--- src/drut_pkg.sv ---
// shared types, codes and constants of the dirty region update tracker
package drut_pkg;

  // field widths
  localparam int COORD_W      = 13;
  localparam int RECT_W       = 12;
  localparam int PAGE_NUM_W   = 12;
  localparam int LINE_W       = 16;
  localparam int SCREEN_W     = 12;
  localparam int PAGES_W      = 11;
  localparam int INDEX_W      = 32;
  localparam int OUT_SLOT_W   = 6;
  localparam int KIND_W       = 2;
  localparam int CFG_IDX_W    = 2;
  localparam int IN_DATA_W    = 96;
  localparam int OUT_DATA_W   = 64;

  // configuration reset values
  localparam logic [LINE_W-1:0]   LINE_BYTES_RST    = 16'd3200;
  localparam logic [SCREEN_W-1:0] SCREEN_WIDTH_RST  = 12'd800;
  localparam logic [SCREEN_W-1:0] SCREEN_HEIGHT_RST = 12'd600;
  localparam logic [PAGES_W-1:0]  PAGES_IN_USE_RST  = 11'd512;

  // configuration register indexes
  localparam logic [CFG_IDX_W-1:0] CFG_LINE_BYTES    = 2'd0;
  localparam logic [CFG_IDX_W-1:0] CFG_SCREEN_WIDTH  = 2'd1;
  localparam logic [CFG_IDX_W-1:0] CFG_SCREEN_HEIGHT = 2'd2;
  localparam logic [CFG_IDX_W-1:0] CFG_PAGES_IN_USE  = 2'd3;

  // input item kinds
  typedef enum logic [KIND_W-1:0] {
    K_RECT    = 2'd0,
    K_FAULT   = 2'd1,
    K_TICK    = 2'd2,
    K_ADVANCE = 2'd3
  } in_kind_t;

  // result item kinds
  localparam logic [KIND_W-1:0] RES_UPDATE      = 2'd0;
  localparam logic [KIND_W-1:0] RES_FAULT_OK    = 2'd1;
  localparam logic [KIND_W-1:0] RES_FAULT_RANGE = 2'd2;

  // sequencer states
  typedef enum logic [2:0] {
    S_IDLE   = 3'd0,
    S_TICK   = 3'd1,
    S_DIV_LO = 3'd2,
    S_DIV_HI = 3'd3,
    S_PUSH   = 3'd4
  } state_t;

  // command to the damage box
  typedef struct packed {
    logic               grow;
    logic               clear;
    logic [COORD_W-1:0] x1;
    logic [COORD_W-1:0] y1;
    logic [COORD_W-1:0] x2;
    logic [COORD_W-1:0] y2;
  } box_cmd_t;

  // current damage box
  typedef struct packed {
    logic [COORD_W-1:0] left;
    logic [COORD_W-1:0] right;
    logic [COORD_W-1:0] top;
    logic [COORD_W-1:0] bottom;
    logic               armed;
  } box_view_t;

endpackage

--- src/drut_div.sv ---
// serial restoring divider, one quotient bit per cycle
module drut_div #(
  parameter int DIVIDEND_W = 24
) (
  input  logic                          clk,
  input  logic                          rst_n,
  input  logic                          start,
  input  logic [DIVIDEND_W-1:0]         dividend,
  input  logic [drut_pkg::LINE_W-1:0]   divisor,
  output logic                          done,
  output logic [DIVIDEND_W-1:0]         quotient
);
  import drut_pkg::*;

  localparam int CNT_W = $clog2(DIVIDEND_W + 1);

  logic                  busy_r;
  logic                  done_r;
  logic [CNT_W-1:0]      cnt_r;
  logic [LINE_W-1:0]     rem_r;
  logic [LINE_W-1:0]     rem_nxt;
  logic [LINE_W-1:0]     dvs_r;
  logic [DIVIDEND_W-1:0] quo_r;
  logic [DIVIDEND_W-1:0] quo_nxt;
  logic [LINE_W:0]       trial;
  logic [LINE_W:0]       diff;
  logic                  fits;

  // one trial subtraction step
  always_comb begin
    trial   = {rem_r, quo_r[DIVIDEND_W-1]};
    diff    = trial - {1'b0, dvs_r};
    fits    = (trial >= {1'b0, dvs_r});
    rem_nxt = fits ? diff[LINE_W-1:0] : trial[LINE_W-1:0];
    quo_nxt = {quo_r[DIVIDEND_W-2:0], fits};
  end

  // control
  always_ff @(posedge clk) begin
    if (!rst_n) begin
      busy_r <= 1'b0;
      done_r <= 1'b0;
      cnt_r  <= '0;
    end else begin
      if (start) begin
        busy_r <= 1'b1;
        done_r <= 1'b0;
        cnt_r  <= CNT_W'(DIVIDEND_W);
      end else if (busy_r) begin
        cnt_r  <= cnt_r - 1'b1;
        done_r <= (cnt_r == CNT_W'(1));
        if (cnt_r == CNT_W'(1)) begin
          busy_r <= 1'b0;
        end
      end else begin
        done_r <= 1'b0;
      end
    end
  end

  // datapath
  always_ff @(posedge clk) begin
    if (start) begin
      rem_r <= '0;
      quo_r <= dividend;
      dvs_r <= divisor;
    end else if (busy_r) begin
      rem_r <= rem_nxt;
      quo_r <= quo_nxt;
    end
  end

  assign done     = done_r;
  assign quotient = quo_r;

endmodule

--- src/drut_box.sv ---
// damage box registers with union growth and clear
module drut_box (
  input  logic                clk,
  input  logic                rst_n,
  input  drut_pkg::box_cmd_t  cmd,
  output drut_pkg::box_view_t view
);
  import drut_pkg::*;

  logic [COORD_W-1:0] left_r, left_nxt;
  logic [COORD_W-1:0] right_r, right_nxt;
  logic [COORD_W-1:0] top_r, top_nxt;
  logic [COORD_W-1:0] bottom_r, bottom_nxt;
  logic               armed_r, armed_nxt;

  // union of box and region, an axis with far edge zero is replaced
  always_comb begin
    left_nxt   = left_r;
    right_nxt  = right_r;
    top_nxt    = top_r;
    bottom_nxt = bottom_r;
    armed_nxt  = armed_r;
    priority if (cmd.clear) begin
      left_nxt   = '0;
      right_nxt  = '0;
      top_nxt    = '0;
      bottom_nxt = '0;
      armed_nxt  = 1'b0;
    end else if (cmd.grow) begin
      if (bottom_r == '0) begin
        top_nxt    = cmd.y1;
        bottom_nxt = cmd.y2;
      end else begin
        top_nxt    = (top_r > cmd.y1) ? cmd.y1 : top_r;
        bottom_nxt = (bottom_r < cmd.y2) ? cmd.y2 : bottom_r;
      end
      if (right_r == '0) begin
        left_nxt  = cmd.x1;
        right_nxt = cmd.x2;
      end else begin
        left_nxt  = (left_r > cmd.x1) ? cmd.x1 : left_r;
        right_nxt = (right_r < cmd.x2) ? cmd.x2 : right_r;
      end
      armed_nxt = 1'b1;
    end
  end

  always_ff @(posedge clk) begin
    if (!rst_n) begin
      left_r   <= '0;
      right_r  <= '0;
      top_r    <= '0;
      bottom_r <= '0;
      armed_r  <= 1'b0;
    end else begin
      left_r   <= left_nxt;
      right_r  <= right_nxt;
      top_r    <= top_nxt;
      bottom_r <= bottom_nxt;
      armed_r  <= armed_nxt;
    end
  end

  assign view = '{left: left_r, right: right_r, top: top_r, bottom: bottom_r,
                  armed: armed_r};

endmodule

--- src/dirty_region_update_tracker_unit.sv ---
// top level of the dirty region update tracker: sequencer, ring indexes, config
//
//  channel | direction | handshake          | payload
//  in_     | slave     | in_tvalid/tready   | tuser kind, tdata rect/page/consumer
//  out_    | master    | out_tvalid/tready  | tuser result kind, tdata box and slot
//  cfg_    | slave     | cfg_valid/ready    | cfg_index, cfg_data
//
// rectangle and consumer advance items are taken in the idle state; a tick goes
// through the tick state, an out-of-range fault through the push state, and an
// in-range fault through two serial divider passes (low, high row) before push.
// reset is synchronous active low and leaves no clearing pass.
// a full output register holds only emitting ticks and faults; idle takes the rest.
module dirty_region_update_tracker_unit #(
  parameter int RING_SLOTS = 64,
  parameter int PAGE_BYTES = 4096
) (
  input  logic                               clk,
  input  logic                               rst_n,
  // tdata: rect_left, rect_top, rect_width, rect_height, fault_page, consumer_index
  input  logic                               in_tvalid,
  output logic                               in_tready,
  input  logic [drut_pkg::IN_DATA_W-1:0]     in_tdata,
  // tuser: kind
  input  logic [drut_pkg::KIND_W-1:0]        in_tuser,
  // tdata: update_left, update_top, update_width, update_height, ring_slot
  output logic                               out_tvalid,
  input  logic                               out_tready,
  output logic [drut_pkg::OUT_DATA_W-1:0]    out_tdata,
  // tuser: result_kind
  output logic [drut_pkg::KIND_W-1:0]        out_tuser,
  input  logic                               cfg_valid,
  output logic                               cfg_ready,
  input  logic [drut_pkg::CFG_IDX_W-1:0]     cfg_index,
  input  logic [drut_pkg::LINE_W-1:0]        cfg_data
);
  import drut_pkg::*;

  localparam int PAGE_W = $clog2(PAGE_BYTES);
  localparam int DW     = PAGE_NUM_W + PAGE_W;
  localparam int SLOT_W = $clog2(RING_SLOTS);

  // configuration registers
  logic [LINE_W-1:0]   line_bytes_r;
  logic [SCREEN_W-1:0] screen_width_r;
  logic [SCREEN_W-1:0] screen_height_r;
  logic [PAGES_W-1:0]  pages_in_use_r;

  // input fields
  in_kind_t            kind;
  logic [RECT_W-1:0]   rect_left, rect_top, rect_width, rect_height;
  logic [PAGE_NUM_W-1:0] fault_page;
  logic [INDEX_W-1:0]  consumer_index;

  // sequencer
  state_t              state_r, state_nxt;
  logic                accept;
  logic                page_ok;
  logic                out_free;
  logic                tick_go;
  logic                emit;
  logic                push;
  logic                ld_base;
  logic                ld_qlo;
  logic [KIND_W-1:0]   pend_kind_r;

  // divider interface
  logic                div_start;
  logic [DW-1:0]       div_dividend;
  logic [LINE_W-1:0]   div_divisor;
  logic                div_done;
  logic [DW-1:0]       div_q;
  logic [DW-1:0]       base_now;
  logic [DW-1:0]       base_r;
  logic [DW-1:0]       q_lo_r;
  logic [SCREEN_W-1:0] row_lo, row_hi;

  // box
  box_cmd_t            box_cmd;
  box_view_t           box_view;

  // ring
  logic [INDEX_W-1:0]  producer_r;
  logic [INDEX_W-1:0]  consumer_r;
  logic [SLOT_W-1:0]   slot_r;
  logic                ring_full;

  // output register
  logic                    out_tvalid_r;
  logic [KIND_W-1:0]       out_kind_r;
  logic [OUT_DATA_W-1:0]   out_data_r;
  logic [OUT_DATA_W-1:0]   out_data_nxt;
  logic [KIND_W-1:0]       out_kind_nxt;

  // unpack input item
  assign kind           = in_kind_t'(in_tuser);
  assign rect_left      = in_tdata[11:0];
  assign rect_top       = in_tdata[23:12];
  assign rect_width     = in_tdata[35:24];
  assign rect_height    = in_tdata[47:36];
  assign fault_page     = in_tdata[59:48];
  assign consumer_index = in_tdata[91:60];

  // status terms
  assign accept    = in_tvalid && in_tready;
  assign page_ok   = (fault_page < PAGE_NUM_W'(pages_in_use_r));
  assign out_free  = !out_tvalid_r || out_tready;
  assign ring_full = ((producer_r - consumer_r) == INDEX_W'(RING_SLOTS));
  assign tick_go   = box_view.armed && !ring_full;
  assign base_now  = DW'(fault_page) * DW'(PAGE_BYTES);
  assign div_divisor = (line_bytes_r == '0) ? LINE_W'(1) : line_bytes_r;

  // clamp row range to the screen height
  assign row_lo = (q_lo_r > DW'(screen_height_r)) ? screen_height_r : q_lo_r[SCREEN_W-1:0];
  assign row_hi = (div_q > DW'(screen_height_r)) ? screen_height_r : div_q[SCREEN_W-1:0];

  // next state
  always_comb begin
    state_nxt = state_r;
    unique case (state_r)
      S_IDLE: begin
        if (accept) begin
          unique case (kind)
            K_RECT, K_ADVANCE: state_nxt = S_IDLE;
            K_FAULT:           state_nxt = page_ok ? S_DIV_LO : S_PUSH;
            K_TICK:            state_nxt = S_TICK;
          endcase
        end
      end
      S_TICK: begin
        if (!tick_go || out_free) state_nxt = S_IDLE;
      end
      S_DIV_LO: begin
        if (div_done) state_nxt = S_DIV_HI;
      end
      S_DIV_HI: begin
        if (div_done) state_nxt = S_PUSH;
      end
      S_PUSH: begin
        if (out_free) state_nxt = S_IDLE;
      end
      default: state_nxt = S_IDLE;
    endcase
  end

  // sequencer outputs
  always_comb begin
    in_tready    = 1'b0;
    div_start    = 1'b0;
    div_dividend = base_now;
    ld_base      = 1'b0;
    ld_qlo       = 1'b0;
    emit         = 1'b0;
    push         = 1'b0;
    box_cmd      = '0;
    unique case (state_r)
      S_IDLE: begin
        in_tready = 1'b1;
        if (in_tvalid && kind == K_RECT) begin
          box_cmd.grow = 1'b1;
          box_cmd.x1   = COORD_W'(rect_left);
          box_cmd.y1   = COORD_W'(rect_top);
          box_cmd.x2   = COORD_W'(rect_left) + COORD_W'(rect_width);
          box_cmd.y2   = COORD_W'(rect_top) + COORD_W'(rect_height);
        end
        if (in_tvalid && kind == K_FAULT && page_ok) begin
          div_start = 1'b1;
          ld_base   = 1'b1;
        end
      end
      S_TICK: begin
        if (tick_go && out_free) begin
          emit          = 1'b1;
          box_cmd.clear = 1'b1;
        end
      end
      S_DIV_LO: begin
        if (div_done) begin
          div_start    = 1'b1;
          div_dividend = base_r + DW'(PAGE_BYTES - 1);
          ld_qlo       = 1'b1;
        end
      end
      S_DIV_HI: begin
        if (div_done) begin
          box_cmd.grow = 1'b1;
          box_cmd.x1   = '0;
          box_cmd.y1   = COORD_W'(row_lo);
          box_cmd.x2   = COORD_W'(screen_width_r);
          box_cmd.y2   = COORD_W'(row_hi);
        end
      end
      S_PUSH: begin
        push = out_free;
      end
      default: ;
    endcase
  end

  // result payload
  always_comb begin
    if (emit) begin
      out_kind_nxt = RES_UPDATE;
      out_data_nxt = {6'b0, OUT_SLOT_W'(slot_r),
                      box_view.bottom - box_view.top,
                      box_view.right - box_view.left,
                      box_view.top, box_view.left};
    end else begin
      out_kind_nxt = pend_kind_r;
      out_data_nxt = '0;
    end
  end

  // sequencer state and fault scratch
  always_ff @(posedge clk) begin
    if (!rst_n) begin
      state_r <= S_IDLE;
    end else begin
      state_r <= state_nxt;
    end
  end

  always_ff @(posedge clk) begin
    if (accept && kind == K_FAULT) begin
      pend_kind_r <= page_ok ? RES_FAULT_OK : RES_FAULT_RANGE;
    end
    if (ld_base) base_r <= base_now;
    if (ld_qlo) q_lo_r <= div_q;
  end

  // ring indexes
  always_ff @(posedge clk) begin
    if (!rst_n) begin
      producer_r <= '0;
      consumer_r <= '0;
      slot_r     <= '0;
    end else begin
      if (emit) begin
        producer_r <= producer_r + 1'b1;
        if (slot_r == SLOT_W'(RING_SLOTS - 1) || producer_r == '1) begin
          slot_r <= '0;
        end else begin
          slot_r <= slot_r + 1'b1;
        end
      end
      if (accept && kind == K_ADVANCE) consumer_r <= consumer_index;
    end
  end

  // output register
  always_ff @(posedge clk) begin
    if (!rst_n) begin
      out_tvalid_r <= 1'b0;
    end else if (emit || push) begin
      out_tvalid_r <= 1'b1;
    end else if (out_tready) begin
      out_tvalid_r <= 1'b0;
    end
  end

  always_ff @(posedge clk) begin
    if (emit || push) begin
      out_kind_r <= out_kind_nxt;
      out_data_r <= out_data_nxt;
    end
  end

  assign out_tvalid = out_tvalid_r;
  assign out_tuser  = out_kind_r;
  assign out_tdata  = out_data_r;

  // configuration writes
  assign cfg_ready = 1'b1;

  always_ff @(posedge clk) begin
    if (!rst_n) begin
      line_bytes_r    <= LINE_BYTES_RST;
      screen_width_r  <= SCREEN_WIDTH_RST;
      screen_height_r <= SCREEN_HEIGHT_RST;
      pages_in_use_r  <= PAGES_IN_USE_RST;
    end else if (cfg_valid) begin
      unique case (cfg_index)
        CFG_LINE_BYTES:    line_bytes_r    <= cfg_data;
        CFG_SCREEN_WIDTH:  screen_width_r  <= cfg_data[SCREEN_W-1:0];
        CFG_SCREEN_HEIGHT: screen_height_r <= cfg_data[SCREEN_W-1:0];
        CFG_PAGES_IN_USE:  pages_in_use_r  <= cfg_data[PAGES_W-1:0];
      endcase
    end
  end

  // shared row divider
  drut_div #(
    .DIVIDEND_W(DW)
  ) u_div (
    .clk      (clk),
    .rst_n    (rst_n),
    .start    (div_start),
    .dividend (div_dividend),
    .divisor  (div_divisor),
    .done     (div_done),
    .quotient (div_q)
  );

  // damage box
  drut_box u_box (
    .clk   (clk),
    .rst_n (rst_n),
    .cmd   (box_cmd),
    .view  (box_view)
  );

`ifndef SYNTHESIS
  // divider finishes only while a fault is being converted
  a_div_done_state: assert property (@(posedge clk) disable iff (!rst_n)
    div_done |-> (state_r == S_DIV_LO || state_r == S_DIV_HI))
    else $error("divider done outside fault conversion");

  // an emitted box is cleared and disarmed
  a_emit_clears: assert property (@(posedge clk) disable iff (!rst_n)
    emit |=> (box_view.right == '0 && box_view.bottom == '0 && !box_view.armed))
    else $error("box not cleared after update event");

  // an update event needs an armed box and ring room
  a_emit_room: assert property (@(posedge clk) disable iff (!rst_n)
    emit |-> (box_view.armed && !ring_full))
    else $error("update event with full ring or unarmed box");

  // an in-range fault starts the divider
  a_fault_divides: assert property (@(posedge clk) disable iff (!rst_n)
    (accept && kind == K_FAULT && page_ok) |=> (state_r == S_DIV_LO))
    else $error("in-range fault did not start row conversion");
`endif

endmodule

--- config.mk ---
export PLATFORM = sky130hd
export DESIGN_NAME = dirty_region_update_tracker_unit
export DESIGN_NICKNAME = d
export VERILOG_FILES = /design/src/drut_pkg.sv /design/src/drut_div.sv /design/src/drut_box.sv /design/src/dirty_region_update_tracker_unit.sv
export SDC_FILE = /design/constraint.sdc
export NUM_CORES = 1
export LEC_CHECK = 0
export ABC_CLOCK_PERIOD_IN_PS = 8650
export BUFFER_PORTS_ARGS = -buffer_cell sky130_fd_sc_hd__buf_2
export CORE_AREA = 8 8 217 219
export CTS_CLUSTER_DIAMETER = 60
export DETAILED_ROUTE_END_ITERATION = 12
export DIE_AREA = 0 0 225 227
export GPL_ROUTABILITY_DRIVEN = 0
export PLACE_DENSITY = 0.69
export SLEW_MARGIN = 20
export SYNTH_ARGS = -nofsm -noshare
export SYNTH_HDL_FRONTEND = slang
export SYNTH_SLANG_ARGS = --single-unit
--- constraint.sdc ---
create_clock -name clk -period 8.65 [get_ports clk]
set_clock_uncertainty 0.1 [all_clocks]
set_input_delay 0 -clock clk [delete_from_list [all_inputs] [get_ports clk]]
set_output_delay 0 -clock clk [all_outputs]
set_load 0.05 [all_outputs]
# Yosys cells after proc, flatten, opt, wreduce, memory -nomap -nowiden
# Cells that the tools add are included.
# W data, S select, Z words.
dict set report totals {
  reg_bits 345
  input_bits 121
  output_inout_bits 69
}
dict set report op_classes {
  addsub 10
  n_lt_le_gt_ge 8
  eq_ne 19
  n_mux 46
  bitwise 2
  n_reduce_logical 40
}
# cell n
set op_table {}
lappend op_table {{$mux W13} 8}
lappend op_table {{$pmux W52 S2} 1}
lappend op_table {{$mux W24} 4}
lappend op_table {{$mux W51} 1}
lappend op_table {{$gt A24 B12 Y1} 2}
lappend op_table {{$mux W38} 1}
lappend op_table {{$add A32 B1 Y32 const B} 1}
lappend op_table {{$eq A32 B32 Y1 const B} 1}
lappend op_table {{$eq A32 B7 Y1 const B} 1}
lappend op_table {{$sub A32 B32 Y32} 1}
lappend op_table {{$add A12 B12 Y13} 2}
lappend op_table {{$gt A13 B13 Y1} 2}
lappend op_table {{$logic_not A13 Y1} 2}
lappend op_table {{$lt A13 B13 Y1} 2}
lappend op_table {{$sub A13 B13 Y13} 2}
lappend op_table {{$add A24 B12 Y24 const B} 1}
lappend op_table {{$mux W12} 2}
lappend op_table {{$mux W3} 6}
lappend op_table {{$ge A17 B16 Y1} 1}
lappend op_table {{$logic_not A16 Y1} 1}
lappend op_table {{$mux W16} 1}
lappend op_table {{$reduce_and A2 Y1} 8}
lappend op_table {{$sub A16 B16 Y16} 1}
lappend op_table {{$pmux W3 S5} 1}
lappend op_table {{other kinds (28)} 72}

# Logic depth before layout (Yosys ltp)
# Gate-level depths: netlist (run 1).
dict set report depth {
  word_depth 9
  depth_mapped 26
}

# Cells and area by module
# A second synthesis (run 1) with hierarchy kept.
dict set report unflattened {
  hier_cells 2470
  area_unflattened_um2 21644.5
}
# module instances cells_each area_each_um2 seq_area_each_um2
set modules_own_cells {}
lappend modules_own_cells {dirty_region_update_tracker_unit 1 1676 14361.3 5445.2}
lappend modules_own_cells {drut_box 1 457 3698.5 1061.0}
lappend modules_own_cells {drut_div 1 337 3584.7 1661.6}

# Worst setup path before layout (run 1)
# Ideal clock, no wire load.
dict set report synth_timing {
  kind {register to register}
  start {reg producer_r[14]}
  end {reg out_data_r[0] (netlist: out_tdata[0]), enable pin}
  setup_time_ps 493
  arrival_time_ps 5640
  required_time_ps 8057
  slack_ps 2417
  stages_incl_launch_ff 15
  synth_period_minus_slack_ps 6233
  path_cell_list {dfxtp_1 -> ha_1 -> clkbuf_1 -> nand4_1 -> nor3_1 -> a221o_1 -> a31o_2 -> a21oi_1 -> o21ai_0 -> xor2_1 -> or4_1 -> buf_2 -> buf_6 -> nand2_1 -> a21oi_1}
}
dict set report synth_between {
  elab_chain_cells 8
}
# item line
set synth_rtl {}
lappend synth_rtl {{start, declared} dirty_region_update_tracker_unit.sv:82} ;# logic [INDEX_W-1:0] producer_r;
lappend synth_rtl {{start signal, assigned} dirty_region_update_tracker_unit.sv:238} ;# producer_r <= producer_r + 1'b1;
lappend synth_rtl {{$sub A32 B32 Y32} dirty_region_update_tracker_unit.sv:107} ;# assign ring_full = ((producer_r - consumer_r) == INDEX_W'(RING_SLOTS));
lappend synth_rtl {{$eq A32 B7 Y1} dirty_region_update_tracker_unit.sv:107}
lappend synth_rtl {{$logic_not A1 Y1} dirty_region_update_tracker_unit.sv:108} ;# assign tick_go = box_view.armed && !ring_full;
lappend synth_rtl {{$logic_and A1 B1 Y1} dirty_region_update_tracker_unit.sv:108}
lappend synth_rtl {{$logic_and A1 B1 Y1} dirty_region_update_tracker_unit.sv:171} ;# if (tick_go && out_free) begin
lappend synth_rtl {{$mux W1} dirty_region_update_tracker_unit.sv:171}
lappend synth_rtl {{$mux W1} dirty_region_update_tracker_unit.sv:155} ;# unique case (state_r)
lappend synth_rtl {{$logic_or A1 B1 Y1} dirty_region_update_tracker_unit.sv:261} ;# if (emit || push) begin
lappend synth_rtl {{end signal, assigned} dirty_region_update_tracker_unit.sv:263} ;# out_data_r <= out_data_nxt;
lappend synth_rtl {{end, declared} dirty_region_update_tracker_unit.sv:90} ;# logic [OUT_DATA_W-1:0] out_data_r;
# No other way between the ends.
# A chain may end at the register's enable or synchronous reset.

# Final worst setup path (run 1)
dict set report layout_timing {
  start {reg screen_height_r[1]}
  end {reg u_box.top_r[6]}
}
dict set report layout_between {
  elab_chain_cells 7
  elab_cells_between_ends 9
  classes_between {2 x order compare; 5 x mux; 2 x reduce/logical}
}
# item line
set layout_rtl {}
lappend layout_rtl {{start, declared} dirty_region_update_tracker_unit.sv:45} ;# logic [SCREEN_W-1:0] screen_height_r;
lappend layout_rtl {{start signal, assigned} dirty_region_update_tracker_unit.sv:284} ;# CFG_SCREEN_HEIGHT: screen_height_r <= cfg_data[SCREEN_W-1:0];
lappend layout_rtl {{$gt A24 B12 Y1} dirty_region_update_tracker_unit.sv:113} ;# assign row_lo = (q_lo_r > DW'(screen_height_r)) ? screen_height_r : q_lo_r[SCREEN_W-1:0];
lappend layout_rtl {{$mux W12 (*)} dirty_region_update_tracker_unit.sv:113}
lappend layout_rtl {{$mux W38 (*)} dirty_region_update_tracker_unit.sv:184} ;# if (div_done) begin
lappend layout_rtl {{$pmux W52 S2 (*)} dirty_region_update_tracker_unit.sv:155}
lappend layout_rtl {{$gt A13 B13 Y1} drut_box.sv:34} ;# top_nxt = (top_r > cmd.y1) ? cmd.y1 : top_r;
lappend layout_rtl {{$reduce_bool A2 Y1 (no source line)} -}
lappend layout_rtl {{$reduce_and A2 Y1 (no source line)} -}
lappend layout_rtl {{end signal, assigned} drut_box.sv:58} ;# top_r <= top_nxt;
lappend layout_rtl {{end, declared} drut_box.sv:12} ;# logic [COORD_W-1:0] top_r, top_nxt;
# Mark *: on every way between the ends. The rest lies on a longest branch, timed or not. The select of a mux whose other input is x is not followed.

==> flow_metrics.py, run 1 <==
metrics = {
    "floorplanning": {
        "rows": 77,
        "dieArea_um2": 51080,
        "fp.dieH_um": 227,
        "core_um2": 43640,
        "ioPinCount": 190,
        "start_util_pct": 46.55,
        "die_width_um": 225,
    },
    "synthesis": {
        "synth_area_um2": 20310,
        "ys_ff_latch": 335,
        "synth_ff_type": "dfxtp_1",
        "synth_cells": 2296,
        "synth_cell_type_count": 77,
        "synth_seq_area_share_pct": 39.71,
        "avgSynthCellArea_um2": 8.848,
        "synth_edf_count": 136,
        "yosysWarnings": 0,
        "synthArstFlopShare_pct": 0,
    },
    "min_path": {
        "min-delay-path-class": "input pin to flop",
        "whs_endpoint": "u_box.right_r[12]",
        "hold_path_startpoint": "in_tdata[34]",
        "hold_depth": 5,
    },
    "drt": {
        "wl_um": 56900,
        "dr.pass1.iters": 5,
        "via_per_inst": 5.680,
        "dr.first_iter.drc_count": 1222,
        "post-route-drc-count": 0,
        "route.detailed.wl_per_inst_um": 18.13,
        "drtAntennaViolNets": 0,
        "routed-via-count": 17820,
    },
    "clocking": {
        "clock_path_buffers": 3,
        "cts_tree": "built",
        "cts_setup_buffers": 0,
        "clock_sinks": 335,
        "cts_root_buffer": "clkbuf_16",
        "cts_max_level": 2,
        "cts.clk_slew.worst_paths_ns": 0.06,
        "cts_buffers": 41,
        "clkLatencyLatePin_ns": 0.56,
    },
    "timing": {
        "layout_min_cycle_time_ns": 5.517,
        "fin_crit_sh_pct": 63.78,
        "slew_headroom_pct": 27.35,
        "final.setup.tns_ns": 0,
        "worstMarginPinSlew_ns": 1.087,
        "rsz0062_at_grt": "no",
        "finalHoldViolCount": 0,
        "drv_slew": 0,
        "fmax_mhz": 181.2,
        "setup_viol": 0,
    },
    "global_route": {
        "grt.overflow.total": 0,
        "antenna_found_initial": 2,
        "grt_start_max_net_pins": 75,
        "track_usage_pct": 21.68,
        "grt_pass1_wl_um": 90670,
        "grt_pass1_vias": 17580,
    },
    "place": {
        "port_buffers": 176,
        "dp_hpwl_um": 40740,
        "placed_cells": 2949,
    },
    "worst_setup_path": {
        "cp_max_fo": 16,
        "r2r_slack_ns": 3.13,
        "worstPathRequired_ns": 9.03,
        "r2r-start": "screen_height_r[1]",
        "setup.worst_path.start_class": "flop",
        "end_kind": "flop",
        "worst_r2r_endpoint": "u_box.top_r[6]",
        "arrival_ns": 5.90,
        "crit_type": "flop to flop",
        "r2r_cells": 26,
    },
    "power_and_ir_drop": {
        "power.density_nw_per_um2": 203.7,
        "vdd_ir_drop_max_v": 0.0001365,
        "power.static_leakage_nw": 9.791,
    },
    "finish": {
        "final_common_cell": "nand2_1",
        "syn_to_final_growth_pct": 18.63,
        "fin_cells": 3138,
        "final_cell_mix": "nand2_1 (273), a21oi_1 (211), dfxtp_1 (199)",
        "n_fill_cell": 3835,
        "nets": 2820,
        "drive_gt1_share_pct": 12.89,
    },
    "job": {
        "maxCapViolCount": 0,
    },
    "outcome": {
        "status": "finished, final reports clean",
    },
}
==> cell usage after synthesis (all sizes together) (8+ instances only) <==
| cell type | instances | area, um^2 |
|---|---|---|
| and2 | 13 | 81.33 |
| xor2 | 25 | 219.0 |
| clkbuf | 101 | 379.1 |
| mux2i | 55 | 550.5 |
| a31oi | 18 | 112.6 |
| and3 | 26 | 162.7 |
| nand4 | 47 | 294.0 |
| a211oi | 70 | 675.7 |
| a21oi | 216 | 1096 |
| o21a | 21 | 157.7 |
| or4 | 19 | 142.6 |
| edfxtp | 136 | 4084 |
| or2 | 12 | 75.07 |
| nand3 | 39 | 195.2 |
| nor2 | 182 | 683.2 |
| nand2 | 275 | 1035 |
| inv | 153 | 574.3 |
| o21ai | 86 | 437.9 |
| ha | 181 | 2265 |
| buf | 36 | 198.9 |
| nand2b | 25 | 156.4 |
| dfxtp | 199 | 3984 |
| o211ai | 20 | 150.1 |
| a22oi | 13 | 97.59 |
| a31o | 10 | 87.58 |
| xnor2 | 29 | 254.0 |
| nor2b | 25 | 156.4 |
| o31ai | 23 | 186.4 |
| a21o | 64 | 480.5 |
| nor3 | 53 | 265.3 |
| nor4 | 22 | 152.7 |
| a32oi | 13 | 113.9 |
| a21boi | 8 | 60.06 |
==> metrics by stage <==
step	instance area [um^2]	hold slack, ns	util (%)	total power (W)	worst slack [ns]
6_report	24100	0.01828	55.22	0.004909	3.133
5_1_grt	24100	0.06028	55.22	0.005164	2.731
4_1_cts	24090	0.003748	55.19	0.004928	3.187
3_5_place_dp	21540	0.1169	49.36	0.003074	3.232
3_3_place_gp	21540	0.1130	49.35	0.003037	3.346
2_1_floorplan	20340	-0.001131	-	0.002788	2.417
==> where the power goes <==
part | internal (W) | switching (W) | leakage, nW
Clock | 0.00109 | 0.000710 | 0.690
Sequential | 0.00174 | 0.0000806 | 2.79
Combinational | 0.000551 | 0.000738 | 6.31
==> how the worst max path moves through the flow <==
| stage | startpoint | end | cells after the start |
|---|---|---|---|
| after floorplan | producer_r[14] | out_tdata[0] | 14 |
| after global placement | screen_height_r[1] | u_box.top_r[8] | 26 |
| after detailed placement | screen_height_r[1] | u_box.top_r[8] | 26 |
| after CTS | screen_height_r[1] | u_box.top_r[6] | 26 |
| after global routing | screen_height_r[1] | u_box.top_r[6] | 26 |
| final | screen_height_r[1] | u_box.top_r[6] | 26 |
==> layer usage <==
layer  vias to the layer above  GRT usage [%]  share of wire [%]
met5                         -              0              0.023
li1                       8693              -                  -
met4                         2          9.264                4.1
met1                      8427          26.19                 42
met3                       169          4.251                5.7
met2                       532          37.44                 48
==> flip-flops by register name (all words and copies together) (netlist names), 3 cells and up <==
signal	flops
state_r	3
base_r	12
pages_in_use_r	11
u_box.left_r	12
u_box.right_r	13
line_bytes_r	16
u_div.quotient	24
slot_r	6
out_tdata	56
u_div.cnt_r	5
q_lo_r	24
u_box.top_r	12
u_div.dvs_r	16
consumer_r	32
screen_height_r	12
producer_r	32
u_div.rem_r	16
screen_width_r	12
u_box.bottom_r	13
==> critical path: stages, from the launching register on <==
cell,delay [ns]
dfxtp_1,0.39
inv_1,0.09
ha_1,0.30
nor2b_1,0.14
o21ai_0,0.08
nand2b_1,0.08
a21oi_1,0.06
o21ai_0,0.17
a31oi_1,0.12
o31ai_2,0.25
buf_4,0.28
mux2i_1,0.23
nor2_1,0.09
a21oi_1,0.19
ha_1,0.26
nor2b_1,0.13
o21a_1,0.16
o21a_1,0.16
o21a_1,0.17
o21a_1,0.16
o21a_1,0.16
o211ai_1,0.15
a21oi_1,0.11
o211ai_1,0.70
buf_4,0.37
a211oi_1,0.09
a211oi_2,0.23
==> logic make-up (layout without fill, tap and decap cells) <==
group,count (synthesis),after routing,synth area share (%)
other,2,10,0.03697
XOR/XNOR,54,54,2.328
flip-flops,335,335,39.71
AND/OR/NAND/NOR,765,765,17.81
AO/OA/AOI/OAI,609,609,20.09
multiplexers,55,55,2.710
buffers and inverters,290,532,5.673
adder cells (fa/ha/maj),186,186,11.64
==> what timing repair did <==
| item | in CTS | in global routing |
|---|---|---|
| hold endpoints to repair | 152 | 0 |
| resized for setup | 0 | 0 |
| hold buffers | 113 | 0 |
==> cell type report <==
cell class / count / area (um^2) / share of cell area [%]
antenna: 1 / 2.502 / 0.01038
clock buffer: 51 / 1145 / 4.751
multi-input combinational: 1678 / 11180 / 46.37
inverter: 153 / 575.6 / 2.388
timing repair buffer: 304 / 2125 / 8.816
sequential: 335 / 8068 / 33.48
clock inverter: 24 / 267.8 / 1.111
tap: 592 / 740.7 / 3.074
No activity file was read; power rests on OpenSTA's default activity.
==> inputs of run 2 (changes only) <==
--- a/config.mk
+++ b/config.mk
@@ -5,7 +5,7 @@
 export SDC_FILE = /design/constraint.sdc
 export NUM_CORES = 1
 export LEC_CHECK = 0
-export ABC_CLOCK_PERIOD_IN_PS = 8650
+export ABC_CLOCK_PERIOD_IN_PS = 5100
 export BUFFER_PORTS_ARGS = -buffer_cell sky130_fd_sc_hd__buf_2
 export CORE_AREA = 8 8 217 219
 export CTS_CLUSTER_DIAMETER = 60
==> constraint.sdc (replaced) <==
create_clock -name clk -period 5.1 [get_ports clk]
set_clock_uncertainty 0.1 [all_clocks]
set_input_delay 0 -clock clk [delete_from_list [all_inputs] [get_ports clk]]
set_output_delay 0 -clock clk [all_outputs]
set_load 0.05 [all_outputs]
==> run 2 against run 1 <==
  * Routed wire length decreased by 0.70%
  * Non-clock buffer count increased by 21
  * Via count about the same
  * Sequential cell count unchanged
  * Count of clock-buffer cells in the layout increased by 5
  * First-iteration DRC count increased by 3.2%
  * Total power increased by 67%
  * Global-route usage about the same
  * Maximum frequency increased by 16%
  * Clock power increased by 63%
==> flow_metrics.py, run 2 (synthesis gave the netlist of run 1 again) <==
metrics = {
    "worst_setup_path": {
        "r2r_slack_ns": 0.33,
        "worst_r2r_endpoint": "u_box.bottom_r[8]",
        "worstPathRequired_ns": 5.47,
        "setup.worst_path.start_class": "flop",
        "cp_max_fo": 17,
        "arrival_ns": 5.15,
        "r2r_cells": 21,
        "startpoint": "u_div.quotient[14]",
        "end_kind": "flop",
        "r2r-start": "u_div.quotient[14]",
        "crit_type": "flop to flop",
    },
    "place": {
        "dp_hpwl_um": 41130,
        "pre_cts_slack_ns": 0.4116,
        "placed_cells": 2964,
        "port_buffers": 176,
    },
    "clocking": {
        "cts_max_level": 2,
        "cts_buffers": 41,
        "clock_path_buffers": 3,
        "cts_tree": "built",
        "cts_setup_buffers": 0,
        "clock_sinks": 335,
        "cts_root_buffer": "clkbuf_16",
        "cts.clk_slew.worst_paths_ns": 0.06,
        "clkLatencyLatePin_ns": 0.57,
    },
    "drt": {
        "wl_um": 56500,
        "route.detailed.wl_per_inst_um": 17.88,
        "dr.pass1.iters": 5,
        "post-route-drc-count": 0,
        "dr.first_iter.drc_count": 1261,
        "drtAntennaViolNets": 0,
        "routed-via-count": 17810,
        "via_per_inst": 5.637,
    },
    "global_route": {
        "grt_pass1_wl_um": 90660,
        "grt.overflow.total": 0,
        "grt_start_max_net_pins": 67,
        "antenna_found_initial": 4,
        "track_usage_pct": 21.67,
        "grt_pass1_vias": 17570,
    },
    "floorplanning": {
        "fp.dieH_um": 227,
        "die_width_um": 225,
        "start_util_pct": 46.55,
        "ioPinCount": 190,
        "dieArea_um2": 51080,
        "core_um2": 43640,
        "rows": 77,
    },
    "min_path": {
        "min-delay-path-class": "input pin to flop",
        "hold_depth": 5,
        "whs_endpoint": "u_box.bottom_r[2]",
        "hold_path_startpoint": "in_tdata[38]",
    },
    "timing": {
        "layout_min_cycle_time_ns": 4.774,
        "final.setup.tns_ns": 0,
        "fin_ws_ns": 0.3256,
        "fmax_mhz": 209.4,
        "worstMarginPinSlew_ns": 1.034,
        "rsz0062_at_grt": "no",
        "setup_viol": 0,
        "drv_slew": 0,
        "finalHoldViolCount": 0,
        "fin_crit_sh_pct": 93.62,
        "slew_headroom_pct": 30.62,
    },
    "power_and_ir_drop": {
        "vdd_ir_drop_max_v": 0.0002643,
        "comb_power_share_pct": 26.7,
        "power_switching_w": 0.002560,
        "power_w": 0.008204,
        "switching_share_pct": 31.20,
        "power.static_leakage_nw": 9.851,
        "p_int_w": 0.005644,
        "clkPwrFrac_pct": 35.7,
        "power.density_nw_per_um2": 338.4,
        "power_frac_seq_pct": 37.6,
    },
    "finish": {
        "fin_cells": 3160,
        "drive_gt1_share_pct": 13.26,
        "fin_util_pct": 55.54,
        "syn_to_final_growth_pct": 19.33,
        "final_cell_mix": "nand2_1 (274), a21oi_1 (211), dfxtp_1 (199)",
        "final_common_cell": "nand2_1",
        "nets": 2841,
        "largest_reg_flops": 56,
    },
    "job": {
        "maxCapViolCount": 0,
    },
    "outcome": {
        "status": "finished, final reports clean",
    },
}
run 2: routing by layer:
metal | share of wire (%) | GRT usage, % | up-vias
met5 | 0.028 | 0 | -
met4 | 3.0 | 7.533 | 2
met3 | 5.4 | 3.658 | 125
met2 | 48 | 37.33 | 493
met1 | 43 | 27.26 | 8447
li1 | - | - | 8745
run 2: worst max path at each step:
stage	endpoint
finish	u_box.bottom_r[8]
global route	u_box.top_r[5]
CTS	u_box.bottom_r[9]
detailed placement	u_box.bottom_r[10]
global placement	u_box.top_r[9]
floorplan	out_tdata[0]
run 2: timing repair:
action,in CTS,in global routing
endpoints found under the hold margin,153,0
hold buffers,119,0
endpoints found under the setup margin,0,4
gates resized for setup,0,1
run 2: worst max-delay path: stages, from the launching register on:
cell	delay, ns
edfxtp_1	0.41
or4_1	0.58
nor2_1	0.16
nand2_1	0.09
o21bai_1	0.16
a31oi_1	0.37
buf_4	0.25
mux2i_1	0.19
nor2_1	0.05
a21oi_1	0.36
ha_1	0.34
a21o_1	0.17
a21o_1	0.17
a21o_1	0.17
a21oi_1	0.13
o21ai_0	0.09
nand2_1	0.07
and3_1	0.17
and2_1	0.15
buf_4	0.23
nor2_1	0.06
a211oi_1	0.21
run 2: cell type report:
cell class	instances	area, um^2
Fill cell	3804	19400
Multi-Input combinational cell	1678	11170
Sequential cell	335	8068
Timing Repair Buffer	325	2326
Clock buffer	56	1157
Tap cell	592	740.7
Inverter	153	575.6
Clock inverter	18	195.2
Antenna cell	3	7.507
run 2: stage by stage:
stage	hold slack (ns)	area, um^2
after floorplan	-0.001131	20340
after global placement	0.1146	21680
after detailed placement	0.1169	21680
after CTS	0.009412	24220
after global routing	0.08361	24240
final	0.05305	24240
run 2: power groups by stage:
| stage | clock, W | combinational, W | sequential [W] |
|---|---|---|---|
| 3_3_place_gp | 0 | 0.00202 | 0.00313 |
| 4_1_cts | 0.00299 | 0.00217 | 0.00308 |
| 6_report | 0.00293 | 0.00219 | 0.00308 |
| 5_1_grt | 0.00309 | 0.00245 | 0.00310 |
| 2_1_floorplan | 0 | 0.00158 | 0.00315 |
| 3_5_place_dp | 0 | 0.00208 | 0.00314 |
==> inputs of run 3 (changes only) <==
--- a/config.mk
+++ b/config.mk
@@ -7,12 +7,12 @@
 export LEC_CHECK = 0
 export ABC_CLOCK_PERIOD_IN_PS = 5100
 export BUFFER_PORTS_ARGS = -buffer_cell sky130_fd_sc_hd__buf_2
-export CORE_AREA = 8 8 217 219
+export CORE_AREA = 2 2 211 213
 export CTS_CLUSTER_DIAMETER = 60
 export DETAILED_ROUTE_END_ITERATION = 12
-export DIE_AREA = 0 0 225 227
+export DIE_AREA = 0 0 213 215
 export GPL_ROUTABILITY_DRIVEN = 0
-export PLACE_DENSITY = 0.69
+export PLACE_DENSITY_LB_ADDON = 0.05
 export SLEW_MARGIN = 20
 export SYNTH_ARGS = -nofsm -noshare
 export SYNTH_HDL_FRONTEND = slang
==> run 3 against run 2 <==
  * Clock power up 4%
  * Maximum frequency up 1.0%
  * Total power up 1.4%
  * Count of clock-buffer cells in the layout unchanged
  * Critical path type unchanged
  * Register-to-register slack better by 0.05 ns
  * Non-clock buffer count up 28
  * Core utilization up 0.85 points
  * Final cell count up 0.89%
  * First-iteration DRC count down 26%
  * Sequential cell count unchanged
  * Sequential power about the same
==> flow_metrics.py, run 3 (synthesis gave the netlist of run 1 again) <==
metrics = {
    "finish": {
        "n_fill_cell": 4036,
        "largest_reg_flops": 56,
        "drive_gt1_share_pct": 13.33,
        "design_area_um2": 24610,
        "nets": 2870,
        "syn_to_final_growth_pct": 21.14,
        "fin_cells": 3188,
        "final_cell_mix": "nand2_1 (274), a21oi_1 (211), dfxtp_1 (199)",
        "final_common_cell": "nand2_1",
    },
    "timing": {
        "fin_crit_sh_pct": 92.65,
        "layout_min_cycle_time_ns": 4.725,
        "worstMarginPinSlew_ns": 1.052,
        "slew_headroom_pct": 29.71,
        "final.setup.tns_ns": 0,
        "fmax_mhz": 211.6,
        "finalHoldViolCount": 0,
        "fin_ws_ns": 0.3747,
        "rsz0062_at_grt": "no",
        "setup_viol": 0,
        "drv_slew": 0,
    },
    "clocking": {
        "cts_max_level": 2,
        "cts_root_buffer": "clkbuf_16",
        "cts_tree": "built",
        "cts.clk_slew.worst_paths_ns": 0.06,
        "cts_setup_buffers": 0,
        "clock_sinks": 335,
        "clock_path_buffers": 3,
        "cts_buffers": 42,
        "clkLatencyLatePin_ns": 0.58,
    },
    "worst_setup_path": {
        "cp_max_fo": 8,
        "cp_slowest_cell": "nor4_1",
        "setup.worst_path.start_class": "flop",
        "cpMostUsedCell": "o21a_1",
        "path_cells": "inv_1 -> ha_1 -> nand4_1 -> nor4_1 -> o2111a_1 -> o31ai_2 -> buf_4 -> mux2i_1 -> nor2_1 -> a21oi_1 -> ha_1 -> o21a_1 -> o21a_1 -> o21a_1 -> o21a_1 -> o21a_1 -> o211ai_1 -> a21oi_1 -> o211ai_1 -> buf_4 -> a211oi_1 -> a211oi_1",
        "r2r-start": "screen_height_r[11]",
        "arrival_ns": 5.12,
        "crit_type": "flop to flop",
        "cp_num_buf_inv": 3,
        "end_kind": "flop",
        "r2r_cells": 22,
        "worstPathRequired_ns": 5.50,
        "slowest_delay_ns": 0.46,
        "r2r_slack_ns": 0.37,
        "cp_top_family": "compound AO/OA/AOI/OAI gates",
        "worst_r2r_endpoint": "u_box.top_r[11]",
    },
    "drt": {
        "drtAntennaViolNets": 0,
        "route.detailed.wl_per_inst_um": 17.86,
        "routed-via-count": 17640,
        "dr.first_iter.drc_count": 939,
        "via_per_inst": 5.533,
        "wl_um": 56950,
        "dr.pass1.iters": 5,
        "post-route-drc-count": 0,
    },
    "min_path": {
        "hold_depth": 8,
        "min-delay-path-class": "input pin to flop",
        "whs_endpoint": "state_r[0]",
        "hold_path_startpoint": "in_tvalid",
    },
    "power_and_ir_drop": {
        "switching_share_pct": 31.51,
        "power.density_nw_per_um2": 337.9,
        "clkPwrFrac_pct": 36.5,
        "vdd_ir_drop_max_v": 0.0003292,
        "power_switching_w": 0.002620,
        "power.static_leakage_nw": 10.11,
        "power_frac_seq_pct": 37.0,
        "power_w": 0.008317,
        "comb_power_share_pct": 26.5,
        "p_int_w": 0.005696,
    },
    "outcome": {
        "status": "finished, final reports clean",
    },
    "floorplanning": {
        "start_util_pct": 46.55,
        "rows": 77,
        "die_width_um": 213,
        "ioPinCount": 190,
        "dieArea_um2": 45800,
        "fp.dieH_um": 215,
        "core_um2": 43640,
    },
    "global_route": {
        "grt_pass1_vias": 17170,
        "grt_pass1_wl_um": 91490,
        "grt.overflow.total": 0,
        "track_usage_pct": 25.01,
        "grt_start_max_net_pins": 67,
        "antenna_found_initial": 3,
    },
    "place": {
        "dp_hpwl_um": 41090,
        "dpl_cell_area_um2": 21740,
        "placed_cells": 2968,
        "pre_cts_slack_ns": 0.3371,
        "port_buffers": 176,
    },
    "job": {
        "maxCapViolCount": 0,
    },
}
## run 3: how the worst max path moves through the flow
stage / from / endpoint / slack (ns) / cells after the start
3_5_place_dp: u_div.quotient[9] / u_box.bottom_r[0] / 0.34 / 21
5_1_grt: screen_height_r[1] / u_box.top_r[11] / 0.007 / 25
6_report: screen_height_r[11] / u_box.top_r[11] / 0.37 / 22
2_1_floorplan: producer_r[14] / out_tdata[0] / 0.008 / 14
4_1_cts: u_div.quotient[9] / u_box.bottom_r[0] / 0.28 / 21
3_3_place_gp: u_div.quotient[9] / u_box.bottom_r[0] / 0.34 / 21
## run 3: area by class of cell
| type | count | area, um^2 | share of cell area [%] |
|---|---|---|---|
| Multi-Input combinational cell | 1678 | 11190 | 45.45 |
| Timing Repair Buffer | 353 | 2630 | 10.69 |
| Sequential cell | 335 | 8068 | 32.78 |
| Antenna cell | 1 | 2.502 | 0.01017 |
| Clock inverter | 20 | 234.0 | 0.9507 |
| Clock buffer | 56 | 1174 | 4.769 |
| Inverter | 153 | 575.6 | 2.339 |
| Tap cell | 592 | 740.7 | 3.010 |
## run 3: repair_timing
| action | in CTS | in global routing |
|---|---|---|
| hold buffers | 143 | 0 |
| gates resized for setup | 0 | 4 |
| endpoints found under the setup margin | 0 | 15 |
| endpoints found under the hold margin | 152 | 0 |
## run 3: metal layers
| layer | GRT usage, % | part of all wire (%) | vias up |
|---|---|---|---|
| li1 | - | - | 8820 |
| met1 | 33.73 | 46 | 8320 |
| met2 | 41.64 | 47 | 409 |
| met3 | 3.843 | 4.8 | 87 |
| met4 | 6.597 | 2.3 | 4 |
| met5 | 0 | 0.046 | - |
## run 3: worst min-delay path, delay by kind of cell
family	cells	cell delay [ns]
compound gates	2	0.25
mux	1	0.09
simple gates	4	0.21
buf+inv	1	0.09
## run 3: power groups by stage
stage               clock network, W  logic (W)  registers, W
CTS                          0.00310    0.00220       0.00308
global route                 0.00322    0.00248       0.00310
global placement                   0    0.00208       0.00313
finish                       0.00304    0.00220       0.00308
detailed placement                 0    0.00210       0.00314
floorplan                          0    0.00158       0.00315
## run 3: metrics by stage
| stage | hold WS (ns) | util (%) |
|---|---|---|
| floorplan | -0.001131 | - |
| global placement | 0.1177 | 49.82 |
| detailed placement | 0.1244 | 49.82 |
| CTS | 0.003835 | 56.33 |
| global route | 0.05297 | 56.39 |
| finish | 0.03676 | 56.39 |
